**src/sv/mqlt_pkg.sv**
```systemverilog
// shared constants and codes of the multi queue linked table
package mqlt_pkg;

  // fixed payload widths
  localparam int unsigned OP_W     = 1;
  localparam int unsigned PID_W    = 6;
  localparam int unsigned QNUM_W   = 3;
  localparam int unsigned STATUS_W = 2;

  // default table geometry
  localparam int unsigned PROC_SLOTS_DEF  = 64;
  localparam int unsigned QUEUE_COUNT_DEF = 8;

  // operation codes
  localparam logic [OP_W-1:0] OP_ENQ = 1'b0;
  localparam logic [OP_W-1:0] OP_DEQ = 1'b1;

  // status codes
  localparam logic [STATUS_W-1:0] STATUS_OK    = 2'd0;
  localparam logic [STATUS_W-1:0] STATUS_BAD   = 2'd1;
  localparam logic [STATUS_W-1:0] STATUS_EMPTY = 2'd2;

endpackage

```
**src/sv/mqlt_req_if.sv**
```systemverilog
// request channel: operation, process id and queue number
interface mqlt_req_if;
  logic                           valid;
  logic                           ready;
  logic [mqlt_pkg::OP_W-1:0]      op;
  logic [mqlt_pkg::PID_W-1:0]     proc_id;
  logic [mqlt_pkg::QNUM_W-1:0]    queue_num;

  modport source (output valid, output op, output proc_id, output queue_num, input ready);
  modport sink   (input valid, input op, input proc_id, input queue_num, output ready);
endinterface

```
**src/sv/mqlt_rsp_if.sv**
```systemverilog
// response channel: status and process id
interface mqlt_rsp_if;
  logic                           valid;
  logic                           ready;
  logic [mqlt_pkg::STATUS_W-1:0]  status;
  logic [mqlt_pkg::PID_W-1:0]     result_id;

  modport source (output valid, output status, output result_id, input ready);
  modport sink   (input valid, input status, input result_id, output ready);
endinterface

```
**src/sv/multi_queue_linked_table_unit.sv**
```systemverilog
// Multi queue linked table: QUEUE_COUNT FIFO queues of process ids kept as
// doubly linked lists in a shared next/prev link table.
// Channels: req_i (op, proc_id, queue_num) and rsp_o (status, result_id),
// both valid/ready; one response transaction per request transaction.
// The link table lives in two single-port-write synchronous memories
// (next and prev) of PROC_SLOTS + 2*QUEUE_COUNT entries, with registered read data.
// Each request runs through a small sequencer that reads a link, then
// writes the dependent links back one step per cycle:
//   enqueue: S_ENQ_B, S_ENQ_C, then S_DONE loads the response
//   dequeue: S_DEQ_B, S_DEQ_C, S_DEQ_D, then S_DONE (S_DEQ_B to S_DONE when empty)
//   bad queue number, or bad pid on an enqueue: straight to S_DONE
// One request is in flight at a time; the next is taken the cycle after the
// response of the current one is loaded into the output register, so a new
// request may be accepted while that response still waits to be taken.
// After reset a clearing pass writes every table entry, one per cycle; no
// request is accepted during it. When the receiver stalls, the output
// register holds the response and the sequencer waits in its final state.
module multi_queue_linked_table_unit #(
  parameter int unsigned PROC_SLOTS  = mqlt_pkg::PROC_SLOTS_DEF,
  parameter int unsigned QUEUE_COUNT = mqlt_pkg::QUEUE_COUNT_DEF
) (
  input  logic            clk_i,
  input  logic            rst_ni,
  mqlt_req_if.sink        req_i,
  mqlt_rsp_if.source      rsp_o
);

  localparam int unsigned TABLE_SIZE = PROC_SLOTS + 2 * QUEUE_COUNT;
  // link width leaves room for an all-ones empty mark outside the table
  localparam int unsigned LW = $clog2(TABLE_SIZE + 1);
  localparam int unsigned AW = $clog2(TABLE_SIZE);
  localparam logic [LW-1:0] LINK_NONE = {LW{1'b1}};
  localparam logic [LW-1:0] TABLE_END = LW'(TABLE_SIZE);
  localparam logic [LW-1:0] PROC_END  = LW'(PROC_SLOTS);
  localparam logic [AW-1:0] LAST_IDX  = AW'(TABLE_SIZE - 1);

  typedef enum logic [7:0] {
    S_INIT  = 8'b0000_0001,
    S_IDLE  = 8'b0000_0010,
    S_ENQ_B = 8'b0000_0100,
    S_ENQ_C = 8'b0000_1000,
    S_DEQ_B = 8'b0001_0000,
    S_DEQ_C = 8'b0010_0000,
    S_DEQ_D = 8'b0100_0000,
    S_DONE  = 8'b1000_0000
  } state_e;

  state_e state_q, state_d;

  logic [AW-1:0] init_cnt_q, init_cnt_d;

  // working registers of the current transaction
  logic [mqlt_pkg::PID_W-1:0]    pid_q, pid_d;
  logic [LW-1:0]                 node_q, node_d;   // tail on enqueue, first on dequeue
  logic [mqlt_pkg::STATUS_W-1:0] res_status_q, res_status_d;
  logic [mqlt_pkg::PID_W-1:0]    res_id_q, res_id_d;

  // output register
  logic                          out_valid_q, out_valid_d;
  logic [mqlt_pkg::STATUS_W-1:0] out_status_q, out_status_d;
  logic [mqlt_pkg::PID_W-1:0]    out_id_q, out_id_d;

  // memory ports
  logic [LW-1:0] nxt_mem [TABLE_SIZE];
  logic [LW-1:0] prv_mem [TABLE_SIZE];
  logic          nxt_we, prv_we;
  logic [LW-1:0] nxt_waddr, prv_waddr, nxt_wdata, prv_wdata;
  logic [AW-1:0] nxt_raddr, prv_raddr;
  logic [LW-1:0] nxt_rdata_q, prv_rdata_q;

  // request decode
  logic          req_fire, rsp_fire, out_free;
  logic          bad_queue, bad_pid;
  logic [LW-1:0] head_idx, tail_idx;
  logic [LW-1:0] init_idx, init_ofs;
  logic          init_head, init_tail;

  assign req_fire = req_i.valid && req_i.ready;
  assign rsp_fire = rsp_o.valid && rsp_o.ready;
  assign out_free = !out_valid_q || rsp_o.ready;

  assign bad_queue = 7'(req_i.queue_num) >= 7'(QUEUE_COUNT);
  assign bad_pid   = 11'(req_i.proc_id) >= 11'(PROC_SLOTS);
  assign head_idx  = LW'(PROC_SLOTS + 2 * int'(req_i.queue_num));
  assign tail_idx  = LW'(PROC_SLOTS + 2 * int'(req_i.queue_num) + 1);

  // reset pattern of the entry being cleared
  assign init_idx  = LW'(init_cnt_q);
  assign init_ofs  = init_idx - PROC_END;
  assign init_head = (init_idx >= PROC_END) && !init_ofs[0];
  assign init_tail = (init_idx >= PROC_END) && init_ofs[0];

  assign req_i.ready     = (state_q == S_IDLE);
  assign rsp_o.valid     = out_valid_q;
  assign rsp_o.status    = out_status_q;
  assign rsp_o.result_id = out_id_q;

  // sequencer and memory port control
  always_comb begin
    state_d      = state_q;
    init_cnt_d   = init_cnt_q;
    pid_d        = pid_q;
    node_d       = node_q;
    res_status_d = res_status_q;
    res_id_d     = res_id_q;
    nxt_we       = 1'b0;
    prv_we       = 1'b0;
    nxt_waddr    = '0;
    prv_waddr    = '0;
    nxt_wdata    = LINK_NONE;
    prv_wdata    = LINK_NONE;
    nxt_raddr    = '0;
    prv_raddr    = '0;

    unique case (state_q)
      S_INIT: begin
        nxt_we    = 1'b1;
        prv_we    = 1'b1;
        nxt_waddr = init_idx;
        prv_waddr = init_idx;
        nxt_wdata = init_head ? init_idx + LW'(1) : LINK_NONE;
        prv_wdata = init_tail ? init_idx - LW'(1) : LINK_NONE;
        init_cnt_d = init_cnt_q + AW'(1);
        if (init_cnt_q == LAST_IDX) begin
          state_d = S_IDLE;
        end
      end
      S_IDLE: begin
        if (req_fire) begin
          pid_d    = req_i.proc_id;
          res_id_d = '0;
          if (bad_queue || (req_i.op == mqlt_pkg::OP_ENQ && bad_pid)) begin
            res_status_d = mqlt_pkg::STATUS_BAD;
            state_d      = S_DONE;
          end else if (req_i.op == mqlt_pkg::OP_ENQ) begin
            // read the node before the tail, point the new id at the tail
            node_d    = tail_idx;
            prv_raddr = tail_idx[AW-1:0];
            nxt_we    = 1'b1;
            nxt_waddr = LW'(req_i.proc_id);
            nxt_wdata = tail_idx;
            state_d   = S_ENQ_B;
          end else begin
            nxt_raddr = head_idx[AW-1:0];
            state_d   = S_DEQ_B;
          end
        end
      end
      S_ENQ_B: begin
        // prev of new id is the old last node, which now points at the id
        prv_we    = 1'b1;
        prv_waddr = LW'(pid_q);
        prv_wdata = prv_rdata_q;
        nxt_we    = 1'b1;
        nxt_waddr = prv_rdata_q;
        nxt_wdata = LW'(pid_q);
        state_d   = S_ENQ_C;
      end
      S_ENQ_C: begin
        prv_we       = 1'b1;
        prv_waddr    = node_q;
        prv_wdata    = LW'(pid_q);
        res_status_d = mqlt_pkg::STATUS_OK;
        res_id_d     = pid_q;
        state_d      = S_DONE;
      end
      S_DEQ_B: begin
        node_d = nxt_rdata_q;
        if (nxt_rdata_q >= PROC_END) begin
          res_status_d = mqlt_pkg::STATUS_EMPTY;
          state_d      = S_DONE;
        end else begin
          nxt_raddr = nxt_rdata_q[AW-1:0];
          prv_raddr = nxt_rdata_q[AW-1:0];
          state_d   = S_DEQ_C;
        end
      end
      S_DEQ_C: begin
        // bridge the neighbors of the removed node
        nxt_we    = 1'b1;
        nxt_waddr = prv_rdata_q;
        nxt_wdata = nxt_rdata_q;
        prv_we    = 1'b1;
        prv_waddr = nxt_rdata_q;
        prv_wdata = prv_rdata_q;
        state_d   = S_DEQ_D;
      end
      S_DEQ_D: begin
        nxt_we       = 1'b1;
        nxt_waddr    = node_q;
        nxt_wdata    = LINK_NONE;
        prv_we       = 1'b1;
        prv_waddr    = node_q;
        prv_wdata    = LINK_NONE;
        res_status_d = mqlt_pkg::STATUS_OK;
        res_id_d     = node_q[mqlt_pkg::PID_W-1:0];
        state_d      = S_DONE;
      end
      S_DONE: begin
        if (out_free) begin
          state_d = S_IDLE;
        end
      end
      default: begin
        state_d = S_INIT;
      end
    endcase
  end

  // output register, loaded when the sequencer finishes
  always_comb begin
    out_valid_d  = out_valid_q;
    out_status_d = out_status_q;
    out_id_d     = out_id_q;
    if (rsp_fire) begin
      out_valid_d = 1'b0;
    end
    if (state_q == S_DONE && out_free) begin
      out_valid_d  = 1'b1;
      out_status_d = res_status_q;
      out_id_d     = res_id_q;
    end
  end

  // control registers
  always_ff @(posedge clk_i or negedge rst_ni) begin
    if (!rst_ni) begin
      state_q     <= S_INIT;
      init_cnt_q  <= '0;
      out_valid_q <= 1'b0;
    end else begin
      state_q     <= state_d;
      init_cnt_q  <= init_cnt_d;
      out_valid_q <= out_valid_d;
    end
  end

  // payload registers
  always_ff @(posedge clk_i) begin
    pid_q        <= pid_d;
    node_q       <= node_d;
    res_status_q <= res_status_d;
    res_id_q     <= res_id_d;
    out_status_q <= out_status_d;
    out_id_q     <= out_id_d;
  end

  // next link memory; writes outside the table are dropped
  always_ff @(posedge clk_i) begin
    if (nxt_we && nxt_waddr < TABLE_END) begin
      nxt_mem[nxt_waddr[AW-1:0]] <= nxt_wdata;
    end
    nxt_rdata_q <= nxt_mem[nxt_raddr];
  end

  // prev link memory
  always_ff @(posedge clk_i) begin
    if (prv_we && prv_waddr < TABLE_END) begin
      prv_mem[prv_waddr[AW-1:0]] <= prv_wdata;
    end
    prv_rdata_q <= prv_mem[prv_raddr];
  end

endmodule
```
**src/flat_wrapper.sv**
```systemverilog
// flat-port wrapper written by rule: the top's interface ports become plain ports
module multi_queue_linked_table_unit_flat 
#(
  parameter int unsigned PROC_SLOTS  = mqlt_pkg::PROC_SLOTS_DEF,
  parameter int unsigned QUEUE_COUNT = mqlt_pkg::QUEUE_COUNT_DEF
)
  (clk_i, rst_ni, req_i_valid, req_i_op, req_i_proc_id, req_i_queue_num, req_i_ready, rsp_o_valid, rsp_o_status, rsp_o_result_id, rsp_o_ready);
  mqlt_req_if req_i_i ();
  mqlt_rsp_if rsp_o_i ();
  input  logic clk_i;
  input  logic rst_ni;
  input wire logic [$bits(req_i_i.valid)-1:0] req_i_valid;
  input wire logic [$bits(req_i_i.op)-1:0] req_i_op;
  input wire logic [$bits(req_i_i.proc_id)-1:0] req_i_proc_id;
  input wire logic [$bits(req_i_i.queue_num)-1:0] req_i_queue_num;
  output wire logic [$bits(req_i_i.ready)-1:0] req_i_ready;
  output wire logic [$bits(rsp_o_i.valid)-1:0] rsp_o_valid;
  output wire logic [$bits(rsp_o_i.status)-1:0] rsp_o_status;
  output wire logic [$bits(rsp_o_i.result_id)-1:0] rsp_o_result_id;
  input wire logic [$bits(rsp_o_i.ready)-1:0] rsp_o_ready;
  assign req_i_i.valid = req_i_valid;
  assign req_i_i.op = req_i_op;
  assign req_i_i.proc_id = req_i_proc_id;
  assign req_i_i.queue_num = req_i_queue_num;
  assign req_i_ready = req_i_i.ready;
  assign rsp_o_valid = rsp_o_i.valid;
  assign rsp_o_status = rsp_o_i.status;
  assign rsp_o_result_id = rsp_o_i.result_id;
  assign rsp_o_i.ready = rsp_o_ready;
  multi_queue_linked_table_unit #(.PROC_SLOTS(PROC_SLOTS), .QUEUE_COUNT(QUEUE_COUNT)) u_core (.clk_i(clk_i), .rst_ni(rst_ni), .req_i(req_i_i), .rsp_o(rsp_o_i));
endmodule
```
**config.mk**
```make
export PLATFORM = sky130hd
export DESIGN_NAME = multi_queue_linked_table_unit_flat
export DESIGN_NICKNAME = d
export VERILOG_FILES = /design/src/sv/mqlt_pkg.sv /design/src/sv/mqlt_req_if.sv /design/src/sv/mqlt_rsp_if.sv /design/src/sv/multi_queue_linked_table_unit.sv /design/src/flat_wrapper.sv
export SDC_FILE = /design/constraint.sdc
export NUM_CORES = 2
export LEC_CHECK = 0
export BUFFER_PORTS_ARGS = -buffer_cell sky130_fd_sc_hd__buf_2
export CAP_MARGIN = 15
export CORE_AREA = 2 2 287 289
export DETAILED_ROUTE_END_ITERATION = 8
export DIE_AREA = 0 0 289 291
export PLACE_DENSITY = 0.76
export SKIP_LAST_GASP = 1
export SLEW_MARGIN = 30
export SYNTH_ARGS = -nofsm -noshare
export SYNTH_HDL_FRONTEND = slang
export SYNTH_SLANG_ARGS = --single-unit
```
**constraint.sdc**
```tcl
create_clock -name clk_i -period 6.2 [get_ports clk_i]
set_input_delay 0.31 -clock clk_i [delete_from_list [all_inputs] [get_ports clk_i]]
set_output_delay 0.31 -clock clk_i [all_outputs]
set_load 0.005 [all_outputs]
```
# ---- Word level (Yosys, flattened, before mapping)
# Memories as Yosys holds them, arrays and structs flattened. A register that Yosys moved wholly into a read port is not among the register bits.
# Cells that the tools add are included.
dict set report word_totals {
  register_bits 45
  latch_bits 0
  ramBits 1120
  romBits 0
  input_bits 14
  output_inout_bits 10
  memories 2
}
dict set report classes {
  add_sub_neg 5
  mul 0
  n_div 0
  magnitude_cmp 4
  eq_ne 14
  n_shift 0
  muxes 40
  n_bitwise 0
  reduce_logical 23
}
# name depth word_bits rd rd_clocked_by_memory_dff wr line_no
set mem_list {}
lappend mem_list {u_core.nxt_mem 80 7 1 1 1 multi_queue_linked_table_unit.sv:64} ;# logic [LW-1:0] nxt_mem [TABLE_SIZE];
lappend mem_list {u_core.prv_mem 80 7 1 1 1 multi_queue_linked_table_unit.sv:65} ;# logic [LW-1:0] prv_mem [TABLE_SIZE];
# operator n
set op_table {}
lappend op_table {{$mux 7} 12}
lappend op_table {{$pmux 7 s4} 3}
lappend op_table {{$pmux 8 s7} 1}
lappend op_table {{$pmux 7 s2} 3}
lappend op_table {{$mux 8} 4}
lappend op_table {{$pmux 7 s3} 1}
lappend op_table {{$pmux 6 s3} 1}
lappend op_table {{$add 7x1->7 const B} 2}
lappend op_table {{$ge 7x7->1 const B} 2}
lappend op_table {{$lt 7x7->1 const B} 2}
lappend op_table {{$mux 6} 2}
lappend op_table {{$mux 1} 9}
lappend op_table {{$eq 8x1->1 const B} 1}
lappend op_table {{$eq 8x2->1 const B} 1}
lappend op_table {{$eq 8x3->1 const B} 1}
lappend op_table {{$eq 8x4->1 const B} 1}
lappend op_table {{$eq 8x5->1 const B} 1}
lappend op_table {{$eq 8x6->1 const B} 1}
lappend op_table {{$eq 8x7->1 const B} 1}
lappend op_table {{$eq 8x8->1 const B} 1}
lappend op_table {{$add 7x4->7 const A} 1}
lappend op_table {{$eq 7x7->1 const B} 1}
lappend op_table {{$logic_and 1x1->1} 7}
lappend op_table {{$sub 7x1->7 const B} 1}
lappend op_table {{16 further kinds} 26}

# ---- Logic depth before layout (Yosys ltp)
dict set report logic_depth {
  depth_word 8
  depth_mapped 14
  ltp_nobuf 10
}

# ---- Worst setup path after synthesis
# OpenSTA, ideal clock, no wires.
dict set report synth_path {
  path_type {register -> register}
  start {register u_core.state_q[6]}
  end {memory u_core.prv_mem[0][5] (netlist name), data pin}
  setup_ns 0.797
  t_arrival_ns 3.589
  t_required_ns 5.403
  setup_slack_ns 1.814
  path_stages_with_launch 8
  period_less_slack_ns 4.386
  path_cell_list {dfrtp_1 or4_4 nor4b_2 clkbuf_1 or3_1 or2_2 a21boi_0 o2111ai_1}
}
dict set report synth_between {
  elab_chain_len 3
  elab_cells_between_ends 6
}
# element line_no
set synth_lines {}
lappend synth_lines {{start: declaration} multi_queue_linked_table_unit.sv:48} ;# state_e state_q, state_d;
lappend synth_lines {{start signal: assignment} multi_queue_linked_table_unit.sv:232} ;# state_q <= state_d;
lappend synth_lines {{$eq 8x3->1 / $eq 8x6->1 (equally long branches)} multi_queue_linked_table_unit.sv:115} ;# unique case (state_q)
lappend synth_lines {{$reduce_or 2->1 (no source line)} -}
lappend synth_lines {{$pmux 7 s3 (*)} multi_queue_linked_table_unit.sv:115}
lappend synth_lines {{named net u_core.prv_wdata[5]} multi_queue_linked_table_unit.sv:67} ;# logic [LW-1:0] nxt_waddr, prv_waddr, nxt_wdata, prv_wdata;
lappend synth_lines {{end: declaration} multi_queue_linked_table_unit.sv:65}
# The timed path passes the listed nets; every way through them passes the cells marked *.

# ---- Worst setup path after layout
dict set report layout_path {
  start {register u_core.state_q[5]}
  end {register u_core.prv_rdata_q[4] (read register of u_core.prv_mem)}
}
dict set report layout_between {
  elab_chain_len 4
  elab_cells_between_ends 5
}
# element line_no
set layout_lines {}
lappend layout_lines {{$eq 8x2->1} {multi_queue_linked_table_unit.sv:93, multi_queue_linked_table_unit.sv:115}}
lappend layout_lines {{$logic_and 1x1->1} multi_queue_linked_table_unit.sv:78} ;# assign req_fire = req_i.valid && req_i.ready;
lappend layout_lines {{$mux 7} multi_queue_linked_table_unit.sv:129} ;# if (req_fire) begin
lappend layout_lines {{$pmux 7 s2 (*)} multi_queue_linked_table_unit.sv:115}
lappend layout_lines {{end: declaration} multi_queue_linked_table_unit.sv:69} ;# logic [LW-1:0] nxt_rdata_q, prv_rdata_q;
# Mark *: on every way between the ends. The rest lies on a longest branch, timed or not.
# A chain may end at the register's enable or synchronous reset.

==> reports/qor.yml <==
sta:
  slew_headroom_pct: 26.6
  setup_violations: 0
  timing.hold.ws_ns: 0.0407
  report.final.slew_viol_count: 0
  rsz0062_at_grt: "no"
  setup_ws_ns: 1.49
  total_negative_setup_slack_ns: 0
  worst-slew-pin-transition_ns: 1.09
  fmaxAchievable_ghz: 0.212
  final_min_period_over_clock_period_pct: 76.0
  period_needed_ns: 4.71
  clock-skew-final_ns: 0.0237
  finalHoldViolCount: 0
cts:
  ctsHtreeMaxLevel: 3
  clkLatencyLatePin_ns: 0.67
  numCtsBuffers: 108
  cts_max_path_buffers: 3
  tritoncts: "yes"
  cts.sink_count: 1177
  clk_transition_reported_paths_ns: 0.07
  cts-root-buf: "sky130_fd_sc_hd__clkbuf_16"
critical_path:
  critical_path_cell_count: 11
  slowest_cell_on_the_critical_path: "sky130_fd_sc_hd__o21ai_0"
  timing.setup.critical_path_class: "reg -> reg"
  ff2ff_path_depth: 11
  crit_chain: "nor4b_4 -> nand4b_2 -> nand2_4 -> buf_12 -> buf_12 -> nor2_1 -> o21ai_0 -> and3_1 -> a311oi_1 -> o21ai_0 -> o21a_1"
  cp_max_fo: 53
  crit_path_max_incr_delay_ns: 0.90
  critical_path_required_ns: 6.82
  timing.critical_path.from_type: "register"
  path_buf_inv: 2
  path_delay_family: "simple AND/OR/NAND/NOR gates"
  cp.arrival_ns: 5.33
  critical_path.endpoint_type: "register"
power_and_ir_drop:
  power.switching_mw: 5.50
  vdd.ir_drop.worst_v: 0.000335
  pwr_density_cell_nw_per_um2: 380
  clockPowerShare_pct: 34.3
  seq_power_share_pct: 50.7
  fin_total_pwr_mw: 20.2
  switching_fraction_of_total_power_pct: 27.2
  p_int_mw: 14.7
  power_leakage_nw: 17.2
  comb_power_share_pct: 15.0
outcome:
  status: "completed"
min_path:
  worstHoldPathCells: 3
  hp_class: "in -> reg"
route:
  detailedRoute.firstIterationViolations: 4679
  vias: 31000
  drt_pre_antenna_iters: 6
  drt_antenna_net_count: 0
  drt-vias-per-instance: 6.52
  drt_wl_total_microns: 123000
  route.detailed.wl_per_inst_microns: 25.8
  drc_errors: 0
yosys:
  post_synth_mux_area_share_pct: 2.48
  yosys.area_share.simple_pct: 13.8
  synth.top_cell.area_share_pct: 71.6
  largest_family_of_logic_cells_by_synthesized_area: "simple AND/OR/NAND/NOR gates"
  synth-seq-area-share_pct: 73.0
  synth.net_count: 3632
  synth_adder_area_share_pct: 0.0520
  primary_ff_master_synth: "sky130_fd_sc_hd__edfxtp_1"
  post_synthesis_instance_area_sq_um: 48100
  yosys.cell_types.count: 79
  synthesis.yosys.warnings: 0
  synth-xor-area-share_pct: 0.219
  yosys-top-cells-area: "sky130_fd_sc_hd__edfxtp_1 72%, sky130_fd_sc_hd__nand2_1 5.5%, sky130_fd_sc_hd__a211oi_1 2.9%"
  compound_gate_portion_of_the_synthesized_area_pct: 8.25
  synth_seq_cells: 1177
  async_reset_ff_share_pct: 1.36
  synthDominantAreaCellType: "sky130_fd_sc_hd__edfxtp_1"
  post_syn_area_per_cell_sq_um: 13.3
  syn-instance-count: 3616
  synth_edf_count: 1147
global_routing:
  pin_count_of_the_biggest_net_entering_global_routing: 92
  grt_antenna_before_repair: 0
  grt_first_pass_wirelength_microns: 182000
  grt_remaining_overflow: 0
  track_usage_pct: 28.9
  grt_pass1_vias: 29400
placement:
  placement.io_buffers: 22
  place.detailed.hpwl_microns: 73300
  post-place-cells: 4542
  pre_cts_ws_ns: 1.66
  globalplace.congestion: 1.02
  placed_cell_area_sq_um: 49300
cells_and_area:
  nFillCells: 5481
  areaGrowthSynthToFinish_pct: 10.6
  fin_nets: 3610
  multiInputGateArea_sq_um: 12200
  antennaDiodeCount: 0
  fin_util_pct: 65.5
  post-route-cell-area_sq_um: 53200
  layout.cells.non_filler: 4758
  seq_area_sq_um: 35100
  drive_gt1_share_pct: 8.16
die:
  chipHeight_microns: 291
  core_region_area_sq_um: 81200
  floorplan.die_area_sq_um: 84100
  floorplan.initialDensity_pct: 59.2
  ios: 24
  die_width_microns: 289
  std_cell_rows: 105
run:
  timing.max_cap.violations: 0
[cells in the mapped netlist (4+ instances only)]
| library cell | count |
|---|---|
| sky130_fd_sc_hd__edfxtp_1 | 1147 |
| sky130_fd_sc_hd__nand2_1 | 710 |
| sky130_fd_sc_hd__nor2_1 | 323 |
| sky130_fd_sc_hd__nand3_1 | 190 |
| sky130_fd_sc_hd__a211oi_1 | 186 |
| sky130_fd_sc_hd__and3_1 | 166 |
| sky130_fd_sc_hd__clkbuf_1 | 121 |
| sky130_fd_sc_hd__mux2i_1 | 119 |
| sky130_fd_sc_hd__a21oi_1 | 88 |
| sky130_fd_sc_hd__o21ai_0 | 87 |
| sky130_fd_sc_hd__buf_2 | 74 |
| sky130_fd_sc_hd__a31oi_1 | 61 |
| sky130_fd_sc_hd__a221oi_1 | 33 |
| sky130_fd_sc_hd__a311oi_1 | 22 |
| sky130_fd_sc_hd__nor3_1 | 18 |
| sky130_fd_sc_hd__a22oi_1 | 15 |
| sky130_fd_sc_hd__dfrtp_1 | 15 |
| sky130_fd_sc_hd__buf_1 | 14 |
| sky130_fd_sc_hd__dfxtp_1 | 14 |
| sky130_fd_sc_hd__nor4_1 | 14 |
| sky130_fd_sc_hd__nand4_1 | 13 |
| sky130_fd_sc_hd__o21a_1 | 13 |
| sky130_fd_sc_hd__buf_4 | 11 |
| sky130_fd_sc_hd__a21o_1 | 10 |
| sky130_fd_sc_hd__and2_1 | 8 |
| sky130_fd_sc_hd__nor2b_1 | 7 |
| sky130_fd_sc_hd__o221ai_1 | 7 |
| sky130_fd_sc_hd__inv_1 | 6 |
| sky130_fd_sc_hd__o211a_1 | 6 |
| sky130_fd_sc_hd__o31ai_1 | 6 |
| sky130_fd_sc_hd__xnor2_1 | 6 |
| sky130_fd_sc_hd__xor2_1 | 6 |
| sky130_fd_sc_hd__and4b_1 | 5 |
| sky130_fd_sc_hd__o21ai_1 | 5 |
| sky130_fd_sc_hd__o22ai_1 | 5 |
| sky130_fd_sc_hd__a22o_1 | 4 |
| sky130_fd_sc_hd__nand2b_1 | 4 |
| sky130_fd_sc_hd__nand4b_1 | 4 |
| sky130_fd_sc_hd__nor4b_1 | 4 |
| sky130_fd_sc_hd__o2111ai_1 | 4 |
| sky130_fd_sc_hd__o211ai_1 | 4 |
[cell type report]
| type | instances | share of cell area [%] |
|---|---|---|
| repair buffers | 91 | 1.45 |
| clock inverters | 69 | 1.59 |
| multi-input cells | 2208 | 22.9 |
| clock buffers | 135 | 5.43 |
| inverters | 8 | 0.0659 |
| well taps | 1070 | 2.52 |
| flip-flops and latches | 1177 | 66.0 |
[metal layers]
metal  up-vias  track usage, %  part of all wire, %
met5         -               0                    0
met4         0            9.44                  3.2
met3       275            6.92                   12
met2      2053            43.6                   46
met1     15100            42.0                   39
li1      13600               -                    -
[worst paths after layout]
path / end / startpoint / slack [ns]
max: u_core.prv_rdata_q[4] / u_core.state_q[5] / 1.49
min: u_core.rsp_o.valid / rsp_o_ready / 0.04
max reg2reg: u_core.prv_rdata_q[4] / u_core.state_q[5] / 1.49
min reg2reg: u_core.rsp_o.result_id[4] / u_core.res_id_q[4] / 0.42
max in group asynchronous: u_core.state_q[0] / rst_ni / 5.76
min in group asynchronous: u_core.init_cnt_q[5] / rst_ni / 0.10
[power groups by stage]
| stage | logic [mW] | clock network (mW) | registers [mW] |
|---|---|---|---|
| 3_3_place_gp | 2.82 | 0 | 10.4 |
| 5_1_grt | 3.22 | 7.27 | 10.3 |
| 6_report | 3.03 | 6.95 | 10.2 |
| 3_5_place_dp | 2.86 | 0 | 10.4 |
| 2_1_floorplan | 1.63 | 0 | 10.4 |
| 4_1_cts | 2.89 | 6.95 | 10.3 |
[state kept, by name (all words and copies together) (netlist names)]
name,count
u_core.init_cnt_q,7
u_core.node_q,7
u_core.nxt_mem,560
u_core.nxt_rdata_q,7
u_core.pid_q,6
u_core.prv_mem,560
u_core.prv_rdata_q,7
u_core.res_id_q,6
u_core.res_status_q,1
u_core.rsp_o.result_id,6
u_core.rsp_o.status,1
u_core.rsp_o.valid,1
u_core.state_q,8
[worst min-delay path, delay by kind of cell]
family,cells,cell delay (ns)
buffers and inverters,1,0.07
AND/OR/NAND/NOR,2,0.28
[placed cells by master, fill, tap and decap left out, drive strengths merged, types with 7 or more instances in the layout]
cell         instances
nor2b                7
o21a                13
a211oi             186
edfxtp            1147
nand2              712
a311oi              22
nand4               15
and3               166
mux2i              119
bufinv              18
o21ai               95
clkbuf             135
dfrtp               15
nand3              190
a221oi              33
clkinv              41
inv                 12
and2                 9
buf                 84
o221ai               7
dlygate4sd3          7
nor3                18
a31oi               61
dfxtp               14
nor2               325
nor4                15
nor4b                7
a21oi               88
a21o                10
a22oi               16
[cell families (layout without fill, tap and decap cells)]
family | Yosys count | count (layout)
AND/OR/NAND/NOR | 1495 | 1495
buffers and inverters | 231 | 303
other | 1 | 1
AO/OA/AOI/OAI | 579 | 579
flip-flops | 1177 | 1177
adder cells (fa/ha/maj) | 2 | 2
XOR/XNOR | 12 | 12
multiplexers | 119 | 119
[repair_timing]
action | 4_1_cts | 5_1_grt
buffers inserted | 0 | 0
hold endpoints to repair | 22 | 0
endpoints found under the setup margin | 0 | 0
gates resized for setup | 0 | 0
hold buffers | 7 | 0
(Power assumes the default switching activity.)
